===== src/design/pkht_pkg.sv =====
// ----------------------------------------------------------------------------
// pkht_pkg
// Shared types, constants and helpers of the pair key hash table.
// ----------------------------------------------------------------------------
package pkht_pkg;

   // number of slots; a power of two, so the home slot is the low hash bits
   localparam int TABLE_SIZE = 1024;
   localparam int SLOT_W     = $clog2(TABLE_SIZE);

   localparam int ID_W     = 32;
   localparam int KEY_W    = 64;
   localparam int VALUE_W  = 64;
   localparam int STATUS_W = 3;
   localparam int INDEX_W  = 10;
   localparam int HALF_W   = 32;

   localparam logic [KEY_W-1:0] MIX_C1 = 64'hbf58476d1ce4e5b9;
   localparam logic [KEY_W-1:0] MIX_C2 = 64'h94d049bb133111eb;
   localparam int MIX_S0 = 30;
   localparam int MIX_S1 = 27;
   localparam int MIX_S2 = 31;

   localparam logic CMD_INSERT = 1'b0;
   localparam logic CMD_LOOKUP = 1'b1;

   localparam logic [STATUS_W-1:0] ST_INSERTED  = 3'd0;
   localparam logic [STATUS_W-1:0] ST_PRESENT   = 3'd1;
   localparam logic [STATUS_W-1:0] ST_FOUND     = 3'd2;
   localparam logic [STATUS_W-1:0] ST_NOT_FOUND = 3'd3;
   localparam logic [STATUS_W-1:0] ST_FULL      = 3'd4;
   localparam logic [STATUS_W-1:0] ST_EQUAL_IDS = 3'd5;

   typedef struct packed {
      logic               command;
      logic [ID_W-1:0]    source_id;
      logic [ID_W-1:0]    dest_id;
      logic [VALUE_W-1:0] insert_value;
   } req_item_type;

   typedef struct packed {
      logic [STATUS_W-1:0] status;
      logic [INDEX_W-1:0]  slot_index;
      logic [VALUE_W-1:0]  found_value;
   } rsp_item_type;

   // partial product of the 64-bit multiply, low 64 bits only
   typedef enum logic [1:0] {
      MUL_LL,
      MUL_LH,
      MUL_HL
   } mul_sel_type;

   typedef struct packed {
      logic                load;
      mul_sel_type         mul_sel;
      logic                round;
      logic                acc_load;
      logic                acc_add;
      logic                mix_load;
      logic                pos_load;
      logic                probe_next;
      logic                mem_read;
      logic                mem_write;
      logic                clear_step;
      logic                result_load;
      logic [STATUS_W-1:0] result_status;
   } ctrl_cmd_type;

   typedef struct packed {
      logic equal_ids;
      logic is_lookup;
      logic slot_valid;
      logic key_match;
      logic last_probe;
      logic clear_done;
   } dp_status_type;

   function automatic logic [INDEX_W-1:0] slot_index_of(input logic [SLOT_W-1:0] pos);
      logic [SLOT_W+INDEX_W-1:0] wide;
      wide = {{INDEX_W{1'b0}}, pos};
      return wide[INDEX_W-1:0];
   endfunction

endpackage


===== src/design/pkht_ctrl.sv =====
// ----------------------------------------------------------------------------
// pkht_ctrl
// Sequencer: table clear after reset, two-round hash multiply, probe loop
// and result handoff to the output register.
// ----------------------------------------------------------------------------
module pkht_ctrl import pkht_pkg::*; (
   input  logic          clock,
   input  logic          reset,
   input  logic          req_valid,
   output logic          req_stall,
   output logic          rsp_valid,
   input  logic          rsp_stall,
   input  dp_status_type status,
   output ctrl_cmd_type  cmd
);

   typedef enum logic [3:0] {
      S_CLEAR,
      S_IDLE,
      S_EQUAL,
      S_MUL_LL,
      S_MUL_LH,
      S_MUL_HL,
      S_MUL_END,
      S_READ,
      S_CHECK
   } state_type;

   state_type state_ff, state_in;
   logic      round_ff, round_in;
   logic      rsp_valid_ff, rsp_valid_in;
   logic      out_free;

   assign out_free  = !rsp_valid_ff || !rsp_stall;
   assign req_stall = (state_ff != S_IDLE);
   assign rsp_valid = rsp_valid_ff;

   always_comb begin
      cmd          = '0;
      cmd.mul_sel  = MUL_LL;
      cmd.round    = round_ff;
      state_in     = state_ff;
      round_in     = round_ff;
      rsp_valid_in = rsp_valid_ff && rsp_stall;
      unique case (state_ff)
         S_CLEAR: begin
            cmd.clear_step = 1'b1;
            if (status.clear_done) begin
               state_in = S_IDLE;
            end
         end
         S_IDLE: begin
            if (req_valid) begin
               cmd.load = 1'b1;
               round_in = 1'b0;
               state_in = S_MUL_LL;
            end
         end
         S_EQUAL: begin
            if (out_free) begin
               cmd.result_load   = 1'b1;
               cmd.result_status = ST_EQUAL_IDS;
               rsp_valid_in      = 1'b1;
               state_in          = S_IDLE;
            end
         end
         S_MUL_LL: begin
            cmd.mul_sel = MUL_LL;
            priority if (status.equal_ids && !status.is_lookup) begin
               state_in = S_EQUAL;
            end else begin
               state_in = S_MUL_LH;
            end
         end
         S_MUL_LH: begin
            cmd.mul_sel  = MUL_LH;
            cmd.acc_load = 1'b1;
            state_in     = S_MUL_HL;
         end
         S_MUL_HL: begin
            cmd.mul_sel = MUL_HL;
            cmd.acc_add = 1'b1;
            state_in    = S_MUL_END;
         end
         S_MUL_END: begin
            priority if (!round_ff) begin
               cmd.mix_load = 1'b1;
               round_in     = 1'b1;
               state_in     = S_MUL_LL;
            end else begin
               cmd.pos_load = 1'b1;
               state_in     = S_READ;
            end
         end
         S_READ: begin
            cmd.mem_read = 1'b1;
            state_in     = S_CHECK;
         end
         S_CHECK: begin
            priority if (!status.slot_valid) begin
               if (out_free) begin
                  cmd.result_load   = 1'b1;
                  cmd.mem_write     = !status.is_lookup;
                  cmd.result_status = status.is_lookup ? ST_NOT_FOUND : ST_INSERTED;
                  rsp_valid_in      = 1'b1;
                  state_in          = S_IDLE;
               end
            end else if (status.key_match) begin
               if (out_free) begin
                  cmd.result_load   = 1'b1;
                  cmd.result_status = status.is_lookup ? ST_FOUND : ST_PRESENT;
                  rsp_valid_in      = 1'b1;
                  state_in          = S_IDLE;
               end
            end else if (status.last_probe) begin
               if (out_free) begin
                  cmd.result_load   = 1'b1;
                  cmd.result_status = status.is_lookup ? ST_NOT_FOUND : ST_FULL;
                  rsp_valid_in      = 1'b1;
                  state_in          = S_IDLE;
               end
            end else begin
               cmd.probe_next = 1'b1;
               state_in       = S_READ;
            end
         end
         default: begin
            state_in = S_IDLE;
         end
      endcase
   end

   always_ff @(posedge clock) begin
      if (reset) begin
         state_ff     <= S_CLEAR;
         round_ff     <= 1'b0;
         rsp_valid_ff <= 1'b0;
      end else begin
         state_ff     <= state_in;
         round_ff     <= round_in;
         rsp_valid_ff <= rsp_valid_in;
      end
   end

endmodule


===== config.mk =====
export PLATFORM = sky130hd
export DESIGN_NAME = pkht_ctrl
export DESIGN_NICKNAME = d
export VERILOG_FILES = /design/src/design/pkht_pkg.sv /design/src/design/pkht_ctrl.sv
export SDC_FILE = /design/constraint.sdc
export NUM_CORES = 1
export LEC_CHECK = 0
export BUFFER_PORTS_ARGS = -buffer_cell sky130_fd_sc_hd__buf_4
export CAP_MARGIN = 25
export CORE_MARGIN = 4
export CORE_UTILIZATION = 30
export CTS_CLUSTER_SIZE = 16
export DETAILED_ROUTE_END_ITERATION = 10
export GPL_ROUTABILITY_DRIVEN = 1
export PLACE_DENSITY = 0.61
export SETUP_SLACK_MARGIN = 0.3
export SYNTH_ARGS = -nofsm -noshare
export SYNTH_HDL_FRONTEND = slang
export SYNTH_SLANG_ARGS = --single-unit

===== constraint.sdc =====
create_clock -name clock -period 4.25 [get_ports clock]
set_input_delay 0.425 -clock clock [delete_from_list [all_inputs] [get_ports clock]]
set_output_delay 0.425 -clock clock [all_outputs]
set_load 0.05 [all_outputs]

# Yosys cells after proc, flatten, opt, wreduce, memory -nomap -nowiden
# Index checks and enable logic that the tools add are counted.
dict set report totals {
  reg_bits 6
  inputBits 10
  output_inout_bits 18
}
dict set report classes {
  n_eq_ne 11
  mux 44
  reduce_logical 10
}
# op n
set op_table {}
lappend op_table {{4-bit two-way mux} 13}
lappend op_table {{4-bit one-hot mux with 9 select lines} 1}
lappend op_table {{1-bit two-way mux} 20}
lappend op_table {{4-bit by 3-bit equality test with 1-bit output (second input constant)} 4}
lappend op_table {{3-bit two-way mux} 3}
lappend op_table {{4-bit by 2-bit equality test with 1-bit output (second input constant)} 2}
lappend op_table {{4-bit one-hot mux with 2 select lines} 1}
lappend op_table {{2-bit two-way mux} 3}
lappend op_table {{4-bit by 1-bit equality test with 1-bit output (second input constant)} 1}
lappend op_table {{4-bit equality test (second input constant)} 1}
lappend op_table {{4-bit zero test} 1}
lappend op_table {{2-bit != test (second input constant)} 2}
lappend op_table {{4-bit by 1-bit != test with 1-bit output (second input constant)} 1}
lappend op_table {{1-bit one-hot mux with 2 select lines} 2}
lappend op_table {{2-bit one-hot mux with 2 select lines} 1}
lappend op_table {{2-bit AND reduction} 2}
lappend op_table {{1-bit zero test} 3}
lappend op_table {{1-bit logical AND} 2}
lappend op_table {{2-bit nonzero test} 1}
lappend op_table {{1-bit logical OR} 1}

# Longest topological paths before layout
# Gate-level depths: netlist of run 1.
dict set report logic_depth {
  word_depth 7
  mapped_depth 5
  depth_no_buf 4
}

# Worst setup path after synthesis of run 1
# Ideal clock, no wire load.
dict set report synth_path {
  kind {flip-flop to output port}
  startpoint {reg state_ff[0]}
  endpoint {out cmd[0] (netlist bit)}
  arrival_time_ns 2.199
  required_ns 3.825
  path_slack_ns 1.626
  stages_incl_launch_ff 5
  path_buffers 1
  path_cell_list {dfxtp_1 -> buf_6 -> or4b_4 -> nand2b_4 -> o21ai_0}
}
# item line_no
set synth_rtl {}
lappend synth_rtl {{from (decl)} pkht_ctrl.sv:29} ;# state_type state_ff, state_in;
lappend synth_rtl {{from (signal assigned)} pkht_ctrl.sv:139} ;# state_ff <= state_in;
lappend synth_rtl {{to (decl)} pkht_ctrl.sv:14} ;# output ctrl_cmd_type cmd

==> impl_metrics.tcl, run 1 <==
set metrics [dict create \
    status "complete, no violations" \
    htreeDepth 1 \
    io_pins 28 \
    path_max_fanout 14 \
    fin_area_sq_um 772 \
    root_buffer "clkbuf_4" \
    synth_top_family_by_area "simple AND/OR/NAND/NOR gates" \
    fin_crit_sh 0.590 \
    ys_seq_area_frac 0.217 \
    synth_cell_types 33 \
    post_dp_cell_area_sq_um 749 \
    synth_edf_count 0 \
    synthesis.area_sq_um 554 \
    maxCapViolCount 0 \
    drc 0 \
    relSlewSlack 0.718 \
    hold_buffers 0 \
    ant_nets 0 \
    fin_ws_ps 1740 \
    synth_xor_xnor_area_share 0 \
    num_vias 654 \
    first_pass_iters 4 \
    hpwl_mm 1.20 \
    grt_pass1_wl_mm 2.50 \
    core_area_sq_mm 0.00175 \
    track_usage 0.126 \
    dieArea_sq_mm 0.00260 \
    hold_viol 0 \
    muxShareOfSynthArea 0 \
    async_reset_ff_frac 0 \
    tightest_slew_ps 423 \
    antenna_found_initial 0 \
    syn_nets 86 \
    cts_tree "yes" \
    power.density_mw_per_mm2 218 \
    pre_cts_ws_ps 2020 \
    vias_per_cell 5.23 \
    cts_sinks 6 \
    synthCells 76 \
    clock_latency_ps 240 \
    critPathKind "register to output port" \
    min_period_ps 2510 \
    vdd_drop_max_mv 0.105 \
    clk_transition_reported_paths_ps 50 \
    leakage_nw 0.346 \
    drt-total-wl_mm 1.47 \
    netlist.top_cell.by_area "dfxtp_1" \
    grt_pass1_vias 579 \
    layout-area-overhead-vs-synth_pct 39.3 \
    synthAdderAreaFrac 0 \
    wl_per_cell_microns 11.7 \
    yosys_register_bits 6 \
    cp-end-kind "output port" \
    yosysTopAreaCellShare 0.217 \
    slew_violations 0 \
    diodes 0 \
    avgSynthCellArea_sq_um 7.29 \
    synthTopCellsByCount "nor3_1, nand2b_1, dfxtp_1, nor2_1" \
    ys_warn_count 0 \
    min_path_type "primary input to register" \
    layout-drive-gt1-share 0.350 \
    num_rows 15 \
    design_power_total_mw 0.168 \
    layout.nets 112 \
    synthSimpleGateAreaFrac 0.440 \
    die_y_microns 51.0 \
    max_freq_mhz 399 \
    drt-initial-drc-count 11 \
    required_ps 3830 \
    yosysMostFrequentCell "nor3_1" \
    cts.path.max_buffers 2 \
    grt_max_degree 15 \
    overflow 0 \
    finalClockSkew_ps 1.57 \
    start_util 0.318 \
    ys_top_cells_by_area "dfxtp_1, nor3_1, nand2b_1, a21oi_1, nor2_1" \
    port_buffers 27 \
    cts_resized 0 \
    crit_arrival_ps 2080 \
    die_w_microns 51.0 \
    startpoint_type "register" \
    finalSetupViolations 0 \
    finalSetupTns_ps 0 \
    ys.flop_type "dfxtp_1" \
    globalplace.congestion 0.747 \
    cts_made_buffers 3 \
    rsz0062_at_grt "no" \
    cts_setup_buffers 0 \
    synth_compound_area_frac 0.246 \
]
==> layout make-up <==
type	count	area [sq um]
clock buffer	3	22.5
timing repair buffer	27	203
inverter	4	15.0
fill	195	973
tap	25	31.3
multi-input combinational	60	380
sequential	6	120
==> sequential cells by signal, indices dropped and copies added, names as in the netlist <==
name,count
state_ff,4
rsp_valid,1
round_ff,1
==> placed cells by master, fill, tap and decap left out, drive strengths merged, types with 2 or more instances in the layout <==
master	synthesis	routed
nor2	6	6
o21ai	5	5
a31oi	2	2
nor3	9	9
nand2b	8	8
and3	2	2
nand2	5	5
nor2b	2	2
a21oi	5	5
buf	4	27
dfxtp	6	6
clkbuf	2	3
inv	4	4
==> critical path: stages (launching register included) <==
cell      delay, ps
dfxtp_1         570
or4b_4          560
nand2b_4        180
o41ai_2         280
buf_4           250
==> kinds of logic after synthesis <==
group                  Yosys count
AND/OR/NAND/NOR                 40
AO/OA/AOI/OAI                   20
flip-flops                       6
buffers and inverters           10
==> stage by stage <==
step | hold slack (ps) | cells | util
5_1_grt | 401 | 125 | 0.442
3_5_place_dp | 503 | 122 | 0.429
2_1_floorplan | 470 | 76 | -
3_3_place_gp | 517 | 122 | 0.429
6_report | 383 | 125 | 0.442
4_1_cts | 379 | 125 | 0.442
==> where the power goes <==
| part | switching [mW] | internal, mW | leakage (nW) |
|---|---|---|---|
| clock | 0.0212 | 0.0320 | 0.0138 |
| sequential | 0.00411 | 0.0583 | 0.0488 |
| combinational | 0.0324 | 0.0205 | 0.283 |
| total | 0.0576 | 0.111 | 0.346 |
==> per-layer routing <==
| metal | share of wire | vias to the layer above | global-route usage |
|---|---|---|---|
| met1 | 0.45 | 293 | 0.168 |
| met5 | 0 | - | 0 |
| met2 | 0.43 | 30 | 0.187 |
| li1 | - | 327 | - |
| met4 | 0.019 | 0 | 0.0673 |
| met3 | 0.096 | 4 | 0.0262 |
==> final timing paths <==
kind / startpoint / end / slack (ps) / cells after the start
max: state_ff[3] / cmd[2] / 1740 / 4
min reg2reg: round_ff / round_ff / 510 / 2
max reg2reg: state_ff[3] / state_ff[0] / 2570 / 3
min: reset / round_ff / 380 / 2
Power figures use the tool's default switching activity.
==> run 2, diff against run 1 <==
==> constraint.sdc (replaced) <==
create_clock -name clock -period 2.55 [get_ports clock]
set_input_delay 0.255 -clock clock [delete_from_list [all_inputs] [get_ports clock]]
set_output_delay 0.255 -clock clock [all_outputs]
set_load 0.05 [all_outputs]
==> run 2 against run 1 <==
Compared with the run above:
- critical endpoint unchanged
- count of clock-buffer cells in the layout unchanged
- power increased by 72%
- sequential share of layout area increased by 0.19 points
- combinational power increased by 70%
- clock power increased by 80%
- worst hold slack got worse by 180 ps
- largest power group unchanged
- die area unchanged
- critical path depth unchanged
==> impl_metrics.tcl, run 2 (same netlist as run 1, synthesis figures left out) <==
set metrics [dict create \
    max_freq_mhz 456 \
    switchingPower_mw 0.104 \
    min_path_cells 2 \
    cts_tree "yes" \
    diodes 0 \
    leakage_nw 0.359 \
    num-fill-cells 186 \
    min-delay-start "reset" \
    antenna_found_initial 0 \
    io_pins 28 \
    layout.nets 113 \
    rsz0062_at_grt "no" \
    htreeDepth 1 \
    r2r_start "state_ff[1]" \
    clk_transition_reported_paths_ps 60 \
    grt_pass1_vias 591 \
    finalClockSkew_ps 8.09 \
    required_ps 2300 \
    hold_buffers 0 \
    r2r-end "state_ff[0]" \
    p_sw_frac 0.361 \
    drc 0 \
    startpoint_type "register" \
    start_util 0.318 \
    power.density_mw_per_mm2 364 \
    path_max_fanout 13 \
    relSlewSlack 0.740 \
    maxCapViolCount 0 \
    hpwl_mm 1.26 \
    core_area_sq_mm 0.00175 \
    layout-area-overhead-vs-synth_pct 43.3 \
    p_clk_frac 0.331 \
    root_buffer "clkbuf_4" \
    largest_reg_flops 4 \
    cts_sinks 6 \
    cp-end-kind "output port" \
    tightest_slew_ps 387 \
    overflow 0 \
    wl_per_cell_microns 12.7 \
    layout-drive-gt1-share 0.396 \
    vias_per_cell 5.02 \
    drt-total-wl_mm 1.60 \
    hold_viol 0 \
    first_pass_iters 4 \
    r2r_cells 3 \
    layout.cells.most_common "buf_4" \
    power.internal_mw 0.185 \
    port_buffers 27 \
    regMostFlops "state_ff" \
    post_dp_cell_area_sq_um 767 \
    critPathKind "register to output port" \
    fin_area_sq_um 795 \
    fin_crit_sh 0.860 \
    clock_latency_ps 250 \
    cts.path.max_buffers 2 \
    holdPathEnd "round_ff" \
    num_vias 633 \
    track_usage 0.133 \
    cts_setup_buffers 0 \
    min_period_ps 2190 \
    crit_arrival_ps 1940 \
    num_rows 15 \
    status "complete, no violations" \
    drt-initial-drc-count 18 \
    pwr-share-comb 0.310 \
    dieArea_sq_mm 0.00260 \
    min_path_type "primary input to register" \
    die_y_microns 51.0 \
    slew_violations 0 \
    r2r_setup_slack_ps 1000 \
    finalSetupViolations 0 \
    finalSetupTns_ps 0 \
    final_util 0.455 \
    die_w_microns 51.0 \
    seq_power_share 0.360 \
    grt_max_degree 14 \
    vdd_drop_max_mv 0.178 \
    cts_made_buffers 3 \
    grt_pass1_wl_mm 2.65 \
    final_cell_mix "buf_4, nand2b_1, nor3_1" \
    ant_nets 0 \
    hold_slack_ps 203 \
    globalplace.congestion 0.758 \
]
run 2: cell types whose count changed in the layout (fill, tap and decap cells not counted):
| cell | delta |
|---|---|
| o21ai_1 | +1 |
| nor3_2 | +2 |
| buf_4 | +1 |
| dfxtp_2 | +1 |
| dfxtp_1 | -2 |
| dfxtp_4 | +1 |
| nor3_1 | -2 |
| o21ai_0 | -1 |
run 2: final cells by class:
| cell class | instances | area [sq um] | area share |
|---|---|---|---|
| inverter | 4 | 15.0 | 0.0189 |
| multi-input combinational | 60 | 390 | 0.491 |
| clock buffer | 3 | 22.5 | 0.0283 |
| sequential | 6 | 125 | 0.157 |
| tap | 25 | 31.3 | 0.0394 |
| timing repair buffer | 28 | 210 | 0.265 |
run 2: worst max path at each step:
| stage | startpoint | slack (ps) | to | depth (start not counted) |
|---|---|---|---|---|
| floorplan | state_ff[0] | 150 | cmd[1] | 4 |
| global placement | state_ff[1] | 580 | cmd[2] | 4 |
| detailed placement | state_ff[1] | 510 | cmd[2] | 4 |
| CTS | state_ff[2] | 300 | cmd[2] | 4 |
| global route | state_ff[1] | 300 | cmd[2] | 4 |
| finish | state_ff[1] | 360 | cmd[2] | 4 |
run 2: power groups by stage:
stage | Clock [mW] | Combinational [mW] | Sequential (mW)
4_1_cts | 0.0973 | 0.0903 | 0.104
3_3_place_gp | 0 | 0.0890 | 0.106
2_1_floorplan | 0 | 0.0628 | 0.102
6_report | 0.0958 | 0.0897 | 0.104
3_5_place_dp | 0 | 0.0900 | 0.106
5_1_grt | 0.103 | 0.0964 | 0.105
run 2: timing repair:
action	4_1_cts	5_1_grt
hold endpoints to repair	0	0
resized for setup	1	2
endpoints found under the setup margin	1	1
pin swaps	0	0
run 2: metal layers:
layer | track usage | up-vias | part of all wire
met5 | 0 | - | 0
met4 | 0.0404 | 0 | 0.0081
met1 | 0.155 | 276 | 0.45
li1 | - | 326 | -
met2 | 0.227 | 27 | 0.45
met3 | 0.0437 | 4 | 0.097
run 2: stage by stage:
step,power [mW],instances,worst slack (ps)
finish,0.290,126,357
CTS,0.292,126,303
floorplan,0.165,76,152
global route,0.304,126,305
global placement,0.195,123,577
detailed placement,0.196,123,510
run 2: critical path, cell delays in order (launching register included):
cell	delay (ps)
dfxtp_4	380
or4b_4	590
nand2b_4	180
o41ai_2	290
buf_4	250
==> run 3, diff against run 2 <==
--- a/config.mk
+++ b/config.mk
@@ -5,6 +5,7 @@
 export SDC_FILE = /design/constraint.sdc
 export NUM_CORES = 1
 export LEC_CHECK = 0
+export ABC_AREA = 1
 export BUFFER_PORTS_ARGS = -buffer_cell sky130_fd_sc_hd__buf_4
 export CAP_MARGIN = 25
 export CORE_MARGIN = 4
@@ -12,7 +13,8 @@
 export CTS_CLUSTER_SIZE = 16
 export DETAILED_ROUTE_END_ITERATION = 10
 export GPL_ROUTABILITY_DRIVEN = 1
-export PLACE_DENSITY = 0.61
+export PLACE_DENSITY = 0.6
+export REMOVE_ABC_BUFFERS = 1
 export SETUP_SLACK_MARGIN = 0.3
 export SYNTH_ARGS = -nofsm -noshare
 export SYNTH_HDL_FRONTEND = slang
==> run 3 against run 2 <==
Compared with the run above:
- sequential share of layout area fell by 1.0 points
- first-iteration DRC count fell by 39%
- via count rose by 9.6%
- fmax rose by 28%
- combinational power rose by 85%
- flip-flop and latch count did not move
- register-to-register slack improved by 280 ps
- clock power fell by 12%
- sequential power rose by 6%
- worst setup slack improved by 490 ps
- clock skew fell by 5.2 ps
- power rose by 25%
- critical endpoint is now cmd[3]
- largest power group is now combinational cells
- highest routed layer unchanged
==> impl_metrics.tcl, run 3 <==
set metrics [dict create \
    path_cells "inv_1 -> nand2_2 -> nor2_4 -> nand2_1 -> a21oi_1 -> buf_4" \
    num-fill-cells 206 \
    power.density_mw_per_mm2 443 \
    die_w_microns 52.1 \
    design_power_total_mw 0.361 \
    rsz0062_at_grt "no" \
    status "complete, no violations" \
    first_pass_iters 4 \
    final_cell_mix "buf_4, nand2_1, nor2_1" \
    largest_reg_flops 4 \
    final_util 0.457 \
    cts_tree "yes" \
    relSlewSlack 0.782 \
    switchingPower_mw 0.154 \
    layout-area-overhead-vs-synth_pct 39.4 \
    min_path_type "primary input to register" \
    synthesis.area_sq_um 584 \
    cp_slowest_cell "dfxtp_1" \
    post_dp_cell_area_sq_um 792 \
    slew_violations 0 \
    ys_seq_area_frac 0.206 \
    dieArea_sq_mm 0.00272 \
    root_buffer "clkbuf_4" \
    seq_power_share 0.306 \
    wl_per_cell_microns 9.91 \
    fin_crit_sh 0.670 \
    hold_buffers 0 \
    globalplace.congestion 0.858 \
    ys_warn_count 0 \
    pwr-share-comb 0.461 \
    synth_cell_types 17 \
    finalClockSkew_ps 2.91 \
    core_area_sq_mm 0.00178 \
    antenna_found_initial 0 \
    layout-drive-gt1-share 0.344 \
    startpoint_type "register" \
    die_y_microns 52.1 \
    avgSynthCellArea_sq_um 5.62 \
    port_buffers 27 \
    clock_latency_ps 240 \
    hold_viol 0 \
    drc 0 \
    vdd_drop_max_mv 0.276 \
    yosysMostFrequentCell "nand2_1" \
    critPathKind "register to output port" \
    track_usage 0.127 \
    cts_sinks 6 \
    yosys_register_bits 6 \
    netlist.top_cell.by_area "dfxtp_1" \
    ys_top_cells_by_area "dfxtp_1, nand2_1, nor2_1, nand3_1, inv_1" \
    tightest_slew_ps 327 \
    ys.flop_type "dfxtp_1" \
    p_clk_frac 0.233 \
    ant_nets 0 \
    cts_setup_buffers 0 \
    hold_slack_ps 210 \
    finalSetupTns_ps 0 \
    start_util 0.328 \
    maxCapViolCount 0 \
    num_rows 15 \
    drt-total-wl_mm 1.55 \
    grt_pass1_wl_mm 2.62 \
    layout.cells.most_common "buf_4" \
    grt_pass1_vias 669 \
    yosysTopAreaCellShare 0.206 \
    p_sw_frac 0.427 \
    leakage_nw 0.481 \
    slowest_delay_ps 390 \
    async_reset_ff_frac 0 \
    max_freq_mhz 586 \
    clk_transition_reported_paths_ps 40 \
    drt-initial-drc-count 11 \
    crit_arrival_ps 1450 \
    diodes 0 \
    io_pins 28 \
    finalSetupViolations 0 \
    required_ps 2300 \
    vias_per_cell 4.45 \
    min_period_ps 1710 \
    path_max_fanout 8 \
    cp-end-kind "output port" \
    regMostFlops "state_ff" \
    synthCells 104 \
    htreeDepth 1 \
    hpwl_mm 1.34 \
    synth_edf_count 0 \
    layout.nets 143 \
    fin_area_sq_um 815 \
    overflow 0 \
    cts.path.max_buffers 2 \
    cts_resized 0 \
    num_vias 694 \
    cts_made_buffers 3 \
    power.internal_mw 0.207 \
    grt_max_degree 9 \
    synthTopCellsByCount "nand2_1, nor2_1, inv_1" \
]
-- run 3: cell count changes after synthesis, sizes merged, moves of 7 or more --
cell    before  now
nor3         9    2
nand3        1   12
inv          4   20
nor2         6   24
nand2b       8    0
nand2        5   27
-- run 3: cells by family (layout without fill, tap and decap cells) --
kind of cell / after synthesis / after routing / synth area share
AO/OA/AOI/OAI: 9 / 9 / 0.0814
flip-flops: 6 / 6 / 0.206
AND/OR/NAND/NOR: 66 / 66 / 0.540
buffers and inverters: 23 / 50 / 0.173
-- run 3: through the flow --
stage          worst slack [ps]  instances
2_1_floorplan               438        101
3_3_place_gp               1080        153
3_5_place_dp               1080        153
4_1_cts                     820        156
5_1_grt                     723        156
6_report                    843        156
-- run 3: cell type report --
type	instances	area, sq um	share of cell area
timing repair buffer	27	203	0.249
sequential	6	120	0.147
inverter	20	75.1	0.0922
clock buffer	3	22.5	0.0276
multi-input combinational	75	363	0.445
tap	25	31.3	0.0384
-- run 3: worst paths after layout --
kind / slack (ps) / end / depth (start not counted) / start
setup reg to reg: 1280 / state_ff[0] / 7 / state_ff[0]
hold reg to reg: 510 / round_ff / 2 / round_ff
setup / recovery: 840 / cmd[3] / 6 / state_ff[0]
hold / removal: 210 / state_ff[1] / 2 / reset
-- run 3: power groups by stage --
stage | logic (mW) | clock network [mW] | registers (mW)
4_1_cts | 0.168 | 0.0909 | 0.110
5_1_grt | 0.184 | 0.0909 | 0.111
6_report | 0.166 | 0.0841 | 0.110
3_5_place_dp | 0.168 | 0 | 0.112
3_3_place_gp | 0.167 | 0 | 0.112
2_1_floorplan | 0.117 | 0 | 0.113
-- run 3: critical path, delay by kind of cell (launching register included) --
family | cells | cell delay [ps]
DFF | 1 | 390
AOI/OAI and AO/OA | 1 | 150
and+or+nand+nor | 3 | 350
buffers and inverters | 2 | 320
-- run 3: per-layer routing --
metal	share of wire	vias to the layer above	global-route usage
met1	0.44	304	0.150
li1	-	376	-
met4	0.0091	0	0.0766
met5	0	-	0
met2	0.51	12	0.222
met3	0.042	2	0.00860
